`src/hw/rtl/insertion_sorter_top_defines.svh`:
```
// Assertion macros used by the sorter cell row (isort_dp).
`ifndef INSERTION_SORTER_TOP_DEFINES_SVH
`define INSERTION_SORTER_TOP_DEFINES_SVH

// Consequent must hold in the same cycle as the antecedent.
`define ISORT_ASSERT_SAME(label, clk, rst_n, ante, cons, msg) \
    label: assert property (@(posedge clk) disable iff (!(rst_n)) (ante) |-> (cons)) \
        else $error(msg);

// Consequent must hold in the cycle after the antecedent.
`define ISORT_ASSERT_NEXT(label, clk, rst_n, ante, cons, msg) \
    label: assert property (@(posedge clk) disable iff (!(rst_n)) (ante) |=> (cons)) \
        else $error(msg);

`endif

```
`src/hw/rtl/isort_pkg.sv`:
```
package isort_pkg;

    localparam int DEF_CAPACITY = 16;
    localparam int VALUE_W      = 32;

    // Commands from the controller to the cell row.
    typedef struct packed {
        logic insert;     // take the input value (dropped when full)
        logic shift_out;  // head value transferred, move the row down
    } t_dp_cmd;

    // Status from the cell row back to the controller.
    typedef struct packed {
        logic last_one;   // exactly one value left
    } t_dp_status;

endpackage

```
`src/hw/rtl/isort_dp.sv`:
```
`include "insertion_sorter_top_defines.svh"

module isort_dp
    import isort_pkg::*;
#(
    parameter int CAPACITY = DEF_CAPACITY
) (
    input  logic                       i_clk,
    input  logic                       i_rst_n,
    input  t_dp_cmd                    i_cmd,
    input  logic signed [VALUE_W-1:0]  i_value,
    output t_dp_status                 o_status,
    output logic signed [VALUE_W-1:0]  o_sorted_value,
    output logic                       o_dropped
);

    localparam int CW = $clog2(CAPACITY + 1);

    logic signed [VALUE_W-1:0] r_cell [CAPACITY];
    logic signed [VALUE_W-1:0] n_cell [CAPACITY];
    logic [CW-1:0]             r_count, n_count;
    logic                      r_overflow, n_overflow;
    logic [CAPACITY-1:0]       w_gt;
    logic                      w_full;
    logic                      w_store;

    assign w_full  = (r_count == CW'(CAPACITY));
    assign w_store = i_cmd.insert && !w_full;

    genvar gi;
    generate
        for (gi = 0; gi < CAPACITY; gi++) begin : g_cell
            // Held cell whose value sits strictly above the new one.
            assign w_gt[gi] = (CW'(gi) < r_count) && (r_cell[gi] > i_value);

            always_comb begin
                n_cell[gi] = r_cell[gi];
                if (w_store) begin
                    if (gi == 0) begin
                        if (w_gt[gi] || (r_count == CW'(gi))) begin
                            n_cell[gi] = i_value;
                        end
                    end else begin
                        if (w_gt[(gi > 0) ? gi - 1 : 0]) begin
                            n_cell[gi] = r_cell[(gi > 0) ? gi - 1 : 0];
                        end else if (w_gt[gi] || (r_count == CW'(gi))) begin
                            n_cell[gi] = i_value;
                        end
                    end
                end else if (i_cmd.shift_out) begin
                    if (gi < CAPACITY - 1) begin
                        n_cell[gi] = r_cell[(gi < CAPACITY - 1) ? gi + 1 : gi];
                    end
                end
            end

            always_ff @(posedge i_clk) begin
                r_cell[gi] <= n_cell[gi];
            end
        end
    endgenerate

    always_comb begin
        n_count    = r_count;
        n_overflow = r_overflow;
        if (i_cmd.insert) begin
            if (w_full) begin
                n_overflow = 1'b1;
            end else begin
                n_count = r_count + CW'(1);
            end
        end else if (i_cmd.shift_out) begin
            n_count = r_count - CW'(1);
            // Set ends with this transfer: clear the drop flag too.
            if (r_count == CW'(1)) begin
                n_overflow = 1'b0;
            end
        end
    end

    always_ff @(posedge i_clk) begin
        if (!i_rst_n) begin
            r_count    <= '0;
            r_overflow <= 1'b0;
        end else begin
            r_count    <= n_count;
            r_overflow <= n_overflow;
        end
    end

    assign o_status.last_one = (r_count == CW'(1));
    assign o_sorted_value    = r_cell[0];
    assign o_dropped         = r_overflow;

    `ISORT_ASSERT_SAME(a_count_bound, i_clk, i_rst_n, 1'b1, r_count <= CW'(CAPACITY),
        "held count above capacity")
    `ISORT_ASSERT_SAME(a_shift_nonempty, i_clk, i_rst_n, i_cmd.shift_out, r_count != '0,
        "transfer from an empty row")
    `ISORT_ASSERT_NEXT(a_insert_grows, i_clk, i_rst_n, i_cmd.insert && !w_full,
        r_count == $past(r_count) + CW'(1), "stored value not counted")
    `ISORT_ASSERT_NEXT(a_run_clears, i_clk, i_rst_n,
        i_cmd.shift_out && (r_count == CW'(1)), (r_count == '0) && !r_overflow,
        "row not cleared after final transfer")

endmodule

```
`src/hw/rtl/isort_ctrl.sv`:
```
module isort_ctrl
    import isort_pkg::*;
(
    input  logic       i_clk,
    input  logic       i_rst_n,
    input  logic       i_valid,
    input  logic       i_last,
    input  logic       i_stall,
    input  t_dp_status i_status,
    output logic       o_stall,
    output logic       o_valid,
    output t_dp_cmd    o_cmd
);

    typedef enum logic {
        S_COLLECT,
        S_EMIT
    } t_state;

    t_state r_state, n_state;
    logic   w_in_xfer;
    logic   w_out_xfer;

    assign w_in_xfer  = i_valid && (r_state == S_COLLECT);
    assign w_out_xfer = (r_state == S_EMIT) && !i_stall;

    always_comb begin
        n_state = r_state;
        case (r_state)
            S_COLLECT: begin
                if (w_in_xfer && i_last) begin
                    n_state = S_EMIT;
                end
            end
            S_EMIT: begin
                if (w_out_xfer && i_status.last_one) begin
                    n_state = S_COLLECT;
                end
            end
            default: n_state = S_COLLECT;
        endcase
    end

    always_ff @(posedge i_clk) begin
        if (!i_rst_n) begin
            r_state <= S_COLLECT;
        end else begin
            r_state <= n_state;
        end
    end

    // Hold off new values while the set drains.
    assign o_stall         = (r_state != S_COLLECT);
    assign o_valid         = (r_state == S_EMIT);
    assign o_cmd.insert    = w_in_xfer;
    assign o_cmd.shift_out = w_out_xfer;

endmodule

```
`src/hw/rtl/insertion_sorter_top.sv`:
```
// Channel   Direction  Handshake            Payload
// input     in         i_valid / o_stall    i_value, i_last
// output    out        o_valid / i_stall    o_sorted_value, o_run_end, o_dropped
//
// A value not marked last is inserted by a row of compare-and-shift cells.
// A last value is inserted, then the held values (at most CAPACITY) are emitted, one per
// output transfer, as the row moves down into its head cell.
// Reset clears the held count, the drop flag and the controller; cell contents are kept.
// i_stall holds the head value in place; the input is stalled for the whole emission.
module insertion_sorter_top
    import isort_pkg::*;
#(
    parameter int CAPACITY = DEF_CAPACITY
) (
    input  logic                      i_clk,
    input  logic                      i_rst_n,
    input  logic                      i_valid,
    output logic                      o_stall,
    input  logic signed [VALUE_W-1:0] i_value,
    input  logic                      i_last,
    output logic                      o_valid,
    input  logic                      i_stall,
    output logic signed [VALUE_W-1:0] o_sorted_value,
    output logic                      o_run_end,
    output logic                      o_dropped
);

    t_dp_cmd    w_cmd;
    t_dp_status w_status;

    isort_ctrl u_ctrl (
        .i_clk    (i_clk),
        .i_rst_n  (i_rst_n),
        .i_valid  (i_valid),
        .i_last   (i_last),
        .i_stall  (i_stall),
        .i_status (w_status),
        .o_stall  (o_stall),
        .o_valid  (o_valid),
        .o_cmd    (w_cmd)
    );

    isort_dp #(
        .CAPACITY (CAPACITY)
    ) u_dp (
        .i_clk          (i_clk),
        .i_rst_n        (i_rst_n),
        .i_cmd          (w_cmd),
        .i_value        (i_value),
        .o_status       (w_status),
        .o_sorted_value (o_sorted_value),
        .o_dropped      (o_dropped)
    );

    assign o_run_end = w_status.last_one;

endmodule
```
`config.mk`:
```
export PLATFORM = sky130hd
export DESIGN_NAME = insertion_sorter_top
export DESIGN_NICKNAME = d
export VERILOG_FILES = /design/src/hw/rtl/isort_pkg.sv /design/src/hw/rtl/isort_dp.sv /design/src/hw/rtl/isort_ctrl.sv /design/src/hw/rtl/insertion_sorter_top.sv
export VERILOG_INCLUDE_DIRS = /design/src /design/src/hw/rtl
export SDC_FILE = /design/constraint.sdc
export NUM_CORES = 2
export LEC_CHECK = 0
export ABC_AREA = 0
export BUFFER_PORTS_ARGS = -buffer_cell sky130_fd_sc_hd__clkbuf_2
export CORE_UTILIZATION = 40
export DETAILED_ROUTE_END_ITERATION = 12
export SYNTH_ARGS = -nofsm -noshare
export SYNTH_HDL_FRONTEND = slang
export SYNTH_SLANG_ARGS = --single-unit
```
`constraint.sdc`:
```
create_clock -name i_clk -period 6.35 [get_ports i_clk]
set_clock_uncertainty 0.2 [all_clocks]
set_input_delay 1.27 -clock i_clk [delete_from_list [all_inputs] [get_ports i_clk]]
set_output_delay 1.27 -clock i_clk [all_outputs]
set_load 0.02 [all_outputs]
```
======== After elaboration in Yosys (flattened, before gate mapping) ========
Memories as Yosys holds them, arrays and structs flattened.
Index checks and enable logic that the tools add are counted.
operators by class
  add/sub/neg operators ................... 2
  $lt $le $gt $ge ......................... 32
  equal/unequal tests ..................... 18
  mux-type cells .......................... 72
  bitwise operators ....................... 1
  reductions and logical operators ........ 44
operators by type and width
  operator               count
  $mux W32               62
  $gt A32 B32 Y1         16
  $eq A5 B4 Y1 const B   8
  $lt A4 B5 Y1 const A   8
  $logic_and A1 B1 Y1    21
  $eq A5 B3 Y1 const B   4
  $lt A3 B5 Y1 const A   4
  $logic_or A1 B1 Y1     16
  $mux W5                3
  $eq A5 B2 Y1 const B   2
  $lt A1 B5 Y1 const A   2
  $lt A2 B5 Y1 const A   2
  $mux W1                6
  $add A5 B1 Y5 const B  1
  $eq A5 B1 Y1 const B   1
  $eq A5 B5 Y1 const B   1
  $logic_not A5 Y1       1
  $sub A5 B1 Y5 const B  1
  $reduce_bool A2 Y1     2
  $reduce_and A3 Y1      1
  $logic_not A1 Y1       2
  $ne A2 B1 Y1 const B   1
  $ne A2 B2 Y1 const B   1
  $pmux W1 S2            1
  2 further kinds        2
word-level totals
  bits in registers ....................... 7
  RAM bits ................................ 512
  output and inout bits ................... 36
  memories kept ........................... 1
memory list
  name         words  width  read ports  clocked after memory_dff  wr ports  RTL line        RTL
  u_dp.r_cell  16     32     16          0                         16        isort_dp.sv:19  logic signed [VALUE_W-1:0] r_cell [CAPACITY];

======== Logic depth before layout (Yosys ltp) ========
  word-level depth ........................ 6
  depth in mapped cells ................... 13
  gate-level depth less buffers ........... 10

======== By module ========
A second synthesis with hierarchy kept.
unflattened totals
  cell total of the unflattened synthesis .. 3,860
  area total of the unflattened synthesis .. 38,481.9 µm²
modules (own cells, without submodules)
  module      instances  cells an instance  area an instance (µm²)  sequential area each (µm²)
  isort_dp    1          3,850              38,395.6                15,494.9
  isort_ctrl  1          10                 86.3                    20.0

======== Least setup slack after synthesis ========
OpenSTA, ideal clock, no wires.
  kind .................................... input to register
  from .................................... in i_value[1]
  to ...................................... mem u_dp.r_cell[10][0], in the netlist u_dp.r_cell[1][64], enable pin
  data arrival time ....................... 5.607 ns
  data required time ...................... 5.710 ns
  slack ................................... 0.103 ns
  stages .................................. 12
  buffers on the path ..................... 3
  cells stage by stage .................... clkbuf_1 inv_1 ha_1 nor2b_1 o21ai_1 a21boi_1 or4b_4 a211oi_2 mux2_4 buf_12 buf_12 a41oi_1
RTL lines
  element      RTL line                    RTL
  from (decl)  insertion_sorter_top.sv:19  input logic signed [VALUE_W-1:0] i_value,
  to (decl)    isort_dp.sv:19

==> summary.md <==
| Metric | Value |
|---|---|
| Routed vias/inst | `5.96` |
| Met2 usage | `38.5%` |
| All-Layer GR Usage | `24.2%` |
| Setup TNS | `0 ps` |
| Synth cell types | `70` |
| Status | `finished, final reports clean` |
| Worst skew pair latency | `660 ps` |
| First-pass GRT wire length | `177000 um` |
| Routability cong. | `0.936` |
| Dpl hpwl | `87600 um` |
| Synth top area share | `40.8%` |
| Synth async-reset ratio | `0%` |
| Met3 Use GR | `3.46%` |
| I/O pin cnt | `73` |
| Input/output buffers | `between 70 and 80` |
| Mapped Cells | `3748` |
| Drt drc | `0` |
| Max Cap Violations | `0` |
| Commonest register cell after synthesis | `edfxtp_1` |
| #FFs+latches synth | `~520` |
| CTS Root Cell | `clkbuf_16` |
| VDD IR max | `284 uV` |
| Slew @ Worst Pin | `between 1000 and 1500 ps` |
| Crit path required time | `6530 ps` |
| Placed insts | `4935` |
| TritonCTS Buffers | `58` |
| Synth area leader | `edfxtp_1` |
| Worst EP arrival | `5430 ps` |
| Avg Inst Size Synth | `10.0 sq um` |
| Cell Area, Synth | `37700 sq um` |
| GRT busiest layer | `met2` |
| Initial DRC count | `between 2000 and 3000` |
| CTS tree | `yes` |
| GRT Residual Overflow | `0` |
| Final Cycle Share | `82.7%` |
| Finished Layout Cells | `roughly 5000` |
| Worst setup EP type | `flip-flop` |
| Setup CP Type | `in -> reg` |
| Achievable clock frequency | `approximately 0.19 GHz` |
| Routed WL per cell | `23.1 um` |
| Final nets | `~4300` |
| Clock transition at path regs | `60 ps` |
| Final hold violation count | `0` |
| Routed Antenna Nets | `0` |
| Layout cell share with drive strength beyond 1 | `9.29%` |
| Pre-Repair DR Iteration Count | `5` |
| CP Launch Type | `input pin` |
| Die area | `95400 sq um` |
| Final slew viol count | `0` |
| Gates resized, CTS repair | `0` |
| Crit Path Max Fanout | `16` |
| TritonCTS sink count | `519` |
| Row count | `approximately 110` |
| Yosys warning total | `0` |
| Sequential share of the synthesized area | `41.2%` |
| Met1 global-route usage | `33.6%` |
| Starting density of the core | `40.4%` |
| Die Ht | `approximately 310 um` |
| Area of the core | `93300 sq um` |
| Largest net degree at the start of global routing | `148` |
| Power Density | `343 nW/um^2` |
| Worst setup path start | `i_value[10]` |
| Vias | `30100` |
| Chip width | `about 310 um` |
| Reg-to-Reg Start | `u_dp.r_cell[1][141]` |
| Hold buffers post-CTS | `0` |
| Setup-failing EPs final | `0` |
| Hold Path Class | `reg -> reg` |
| Slew HR | `24.0%` |
| Post-CTS Setup Bufs | `0` |
| Number of global-route vias before repair | `29200` |
| EDFF count, synth | `approximately 510` |
| LEAKAGE | `roughly 18 nW` |
| Hold path startpoint | `u_dp.o_dropped` |
| FILL cells | `8981` |
| Ranking of synthesized cells by area | `edfxtp_1 (41%), ha_1 (17%), mux2i_1 (7.5%)` |
| Initial antenna violation count | `5` |
| Post-Syn Nets | `4302` |
| Clock Path Buffers | `3` |
| H-tree Lvls | `2` |
| Unrepaired setup endpoints after global routing | `false` |
| Tmin final | `5250 ps` |
| Synth-to-Final Area Change | `10.2%` |
| Final wirelength | `117000 um` |
[where the power goes]
group / internal (mW) / switching (mW) / leakage, nW
combinational: 1.86 / 3.10 / 11.9
clock: 2.13 / 1.50 / 0.984
sequential: 4.91 / 0.743 / 4.90
total: 8.90 / 5.34 / 17.8
[final cells by class]
type                       instances  area, sq um  share of cell area (%)
multi-input combinational       2896        20800                    50.1
sequential                       519        15500                    37.4
clock buffer                      77         1650                    3.97
tap                             1254         1570                    3.78
timing repair buffer             189         1350                    3.26
clock inverter                    32          349                   0.841
inverter                          77          289                   0.696
antenna                            5         12.5                  0.0301
[worst max-delay path, cell delays in order]
cell and delay, ps:
clkbuf_2 90, inv_1 600, ha_1 370, nand4_1 180, nor2_1 80, a22o_1 210, a2111oi_0 960, o21ai_1 260
o221ai_4 650, buf_4 400, mux2i_1 260, o21ai_1 70
[metal layers]
| layer | vias up | share of wire (%) |
|---|---|---|
| met2 | 1079 | 45 |
| li1 | 14200 | - |
| met5 | - | 0 |
| met4 | 0 | 3.1 |
| met1 | 14600 | 45 |
| met3 | 178 | 7.0 |
[registers in the layout, summed over array words and instances (netlist names)]
signal          cells
u_dp.r_count        5
u_dp.r_cell       512
u_ctrl.o_stall      1
u_dp.o_dropped      1
[logic make-up (layout without fill, tap and decap cells)]
family | Yosys count | after routing | synth area share, %
and+or+nand+nor | 1137 | 1137 | 13.7
xor gates and xnor gates | 3 | 3 | 0.0698
other | 0 | 5 | 0
DFF | 519 | 519 | 41.2
adders and majority gates | 517 | 517 | 17.2
muxes | 325 | 325 | 8.81
AOI/OAI and AO/OA | 914 | 914 | 14.6
buffers and inverters | 333 | 375 | 4.51
[cell usage after synthesis, types with 15 or more instances]
cell type	number
a21o_1	46
a21oi_1	453
a221oi_1	15
buf_2	38
buf_4	63
clkbuf_1	125
edfxtp_1	512
ha_1	517
inv_1	77
mux2_2	39
mux2i_1	284
nand2_1	459
nand3_1	207
nand4_1	105
nor2_1	243
nor2b_1	24
nor3_1	19
nor4_1	22
o211ai_1	180
o21ai_0	83
o21ai_1	50
[stage by stage]
step	hold WS, ps	instance area [sq um]	util, %	setup WS, ps	power [mW]
floorplan	344	37700	-	103	9.01
global placement	278	39500	42.3	484	10.5
detailed placement	286	39500	42.3	450	10.6
CTS	295	41500	44.5	1120	14.2
global route	332	41500	44.5	938	15.0
finish	293	41500	44.5	1100	14.2
[placed cells by master (no fill, tap or decap), types with 8 or more instances in the layout]
master     instances
edfxtp_1         512
nor2b_1           23
clkbuf_1          10
nor4_1            22
o21ai_1           50
mux2_2            39
a211oi_1          13
clkbuf_16         61
o211ai_1         180
mux2i_1          280
and4_1            12
inv_1             77
buf_4            108
nand2_1          459
clkinv_1          11
nand4_1          105
bufinv_16          8
clkinv_2          12
nand2b_1          12
nand3_1          207
o21ai_0           82
a221oi_1          15
and2_1             9
ha_1             517
a21oi_1          451
a31oi_4            9
clkbuf_2          72
buf_12             9
nor2_1           241
o221ai_1          13
nor3_1            19
a21o_1            46
[path summary, 6_finish.rpt]
| path | endpoint | slack (ps) | depth (start not counted) |
|---|---|---|---|
| hold reg to reg | u_dp.o_dropped | 290 | 2 |
| hold / removal | u_dp.o_dropped | 290 | 2 |
| setup / recovery | u_dp.r_cell[1][168] | 1100 | 12 |
| setup reg to reg | u_dp.r_cell[1][168] | 1900 | 10 |
No activity file was read; power rests on OpenSTA's default activity.
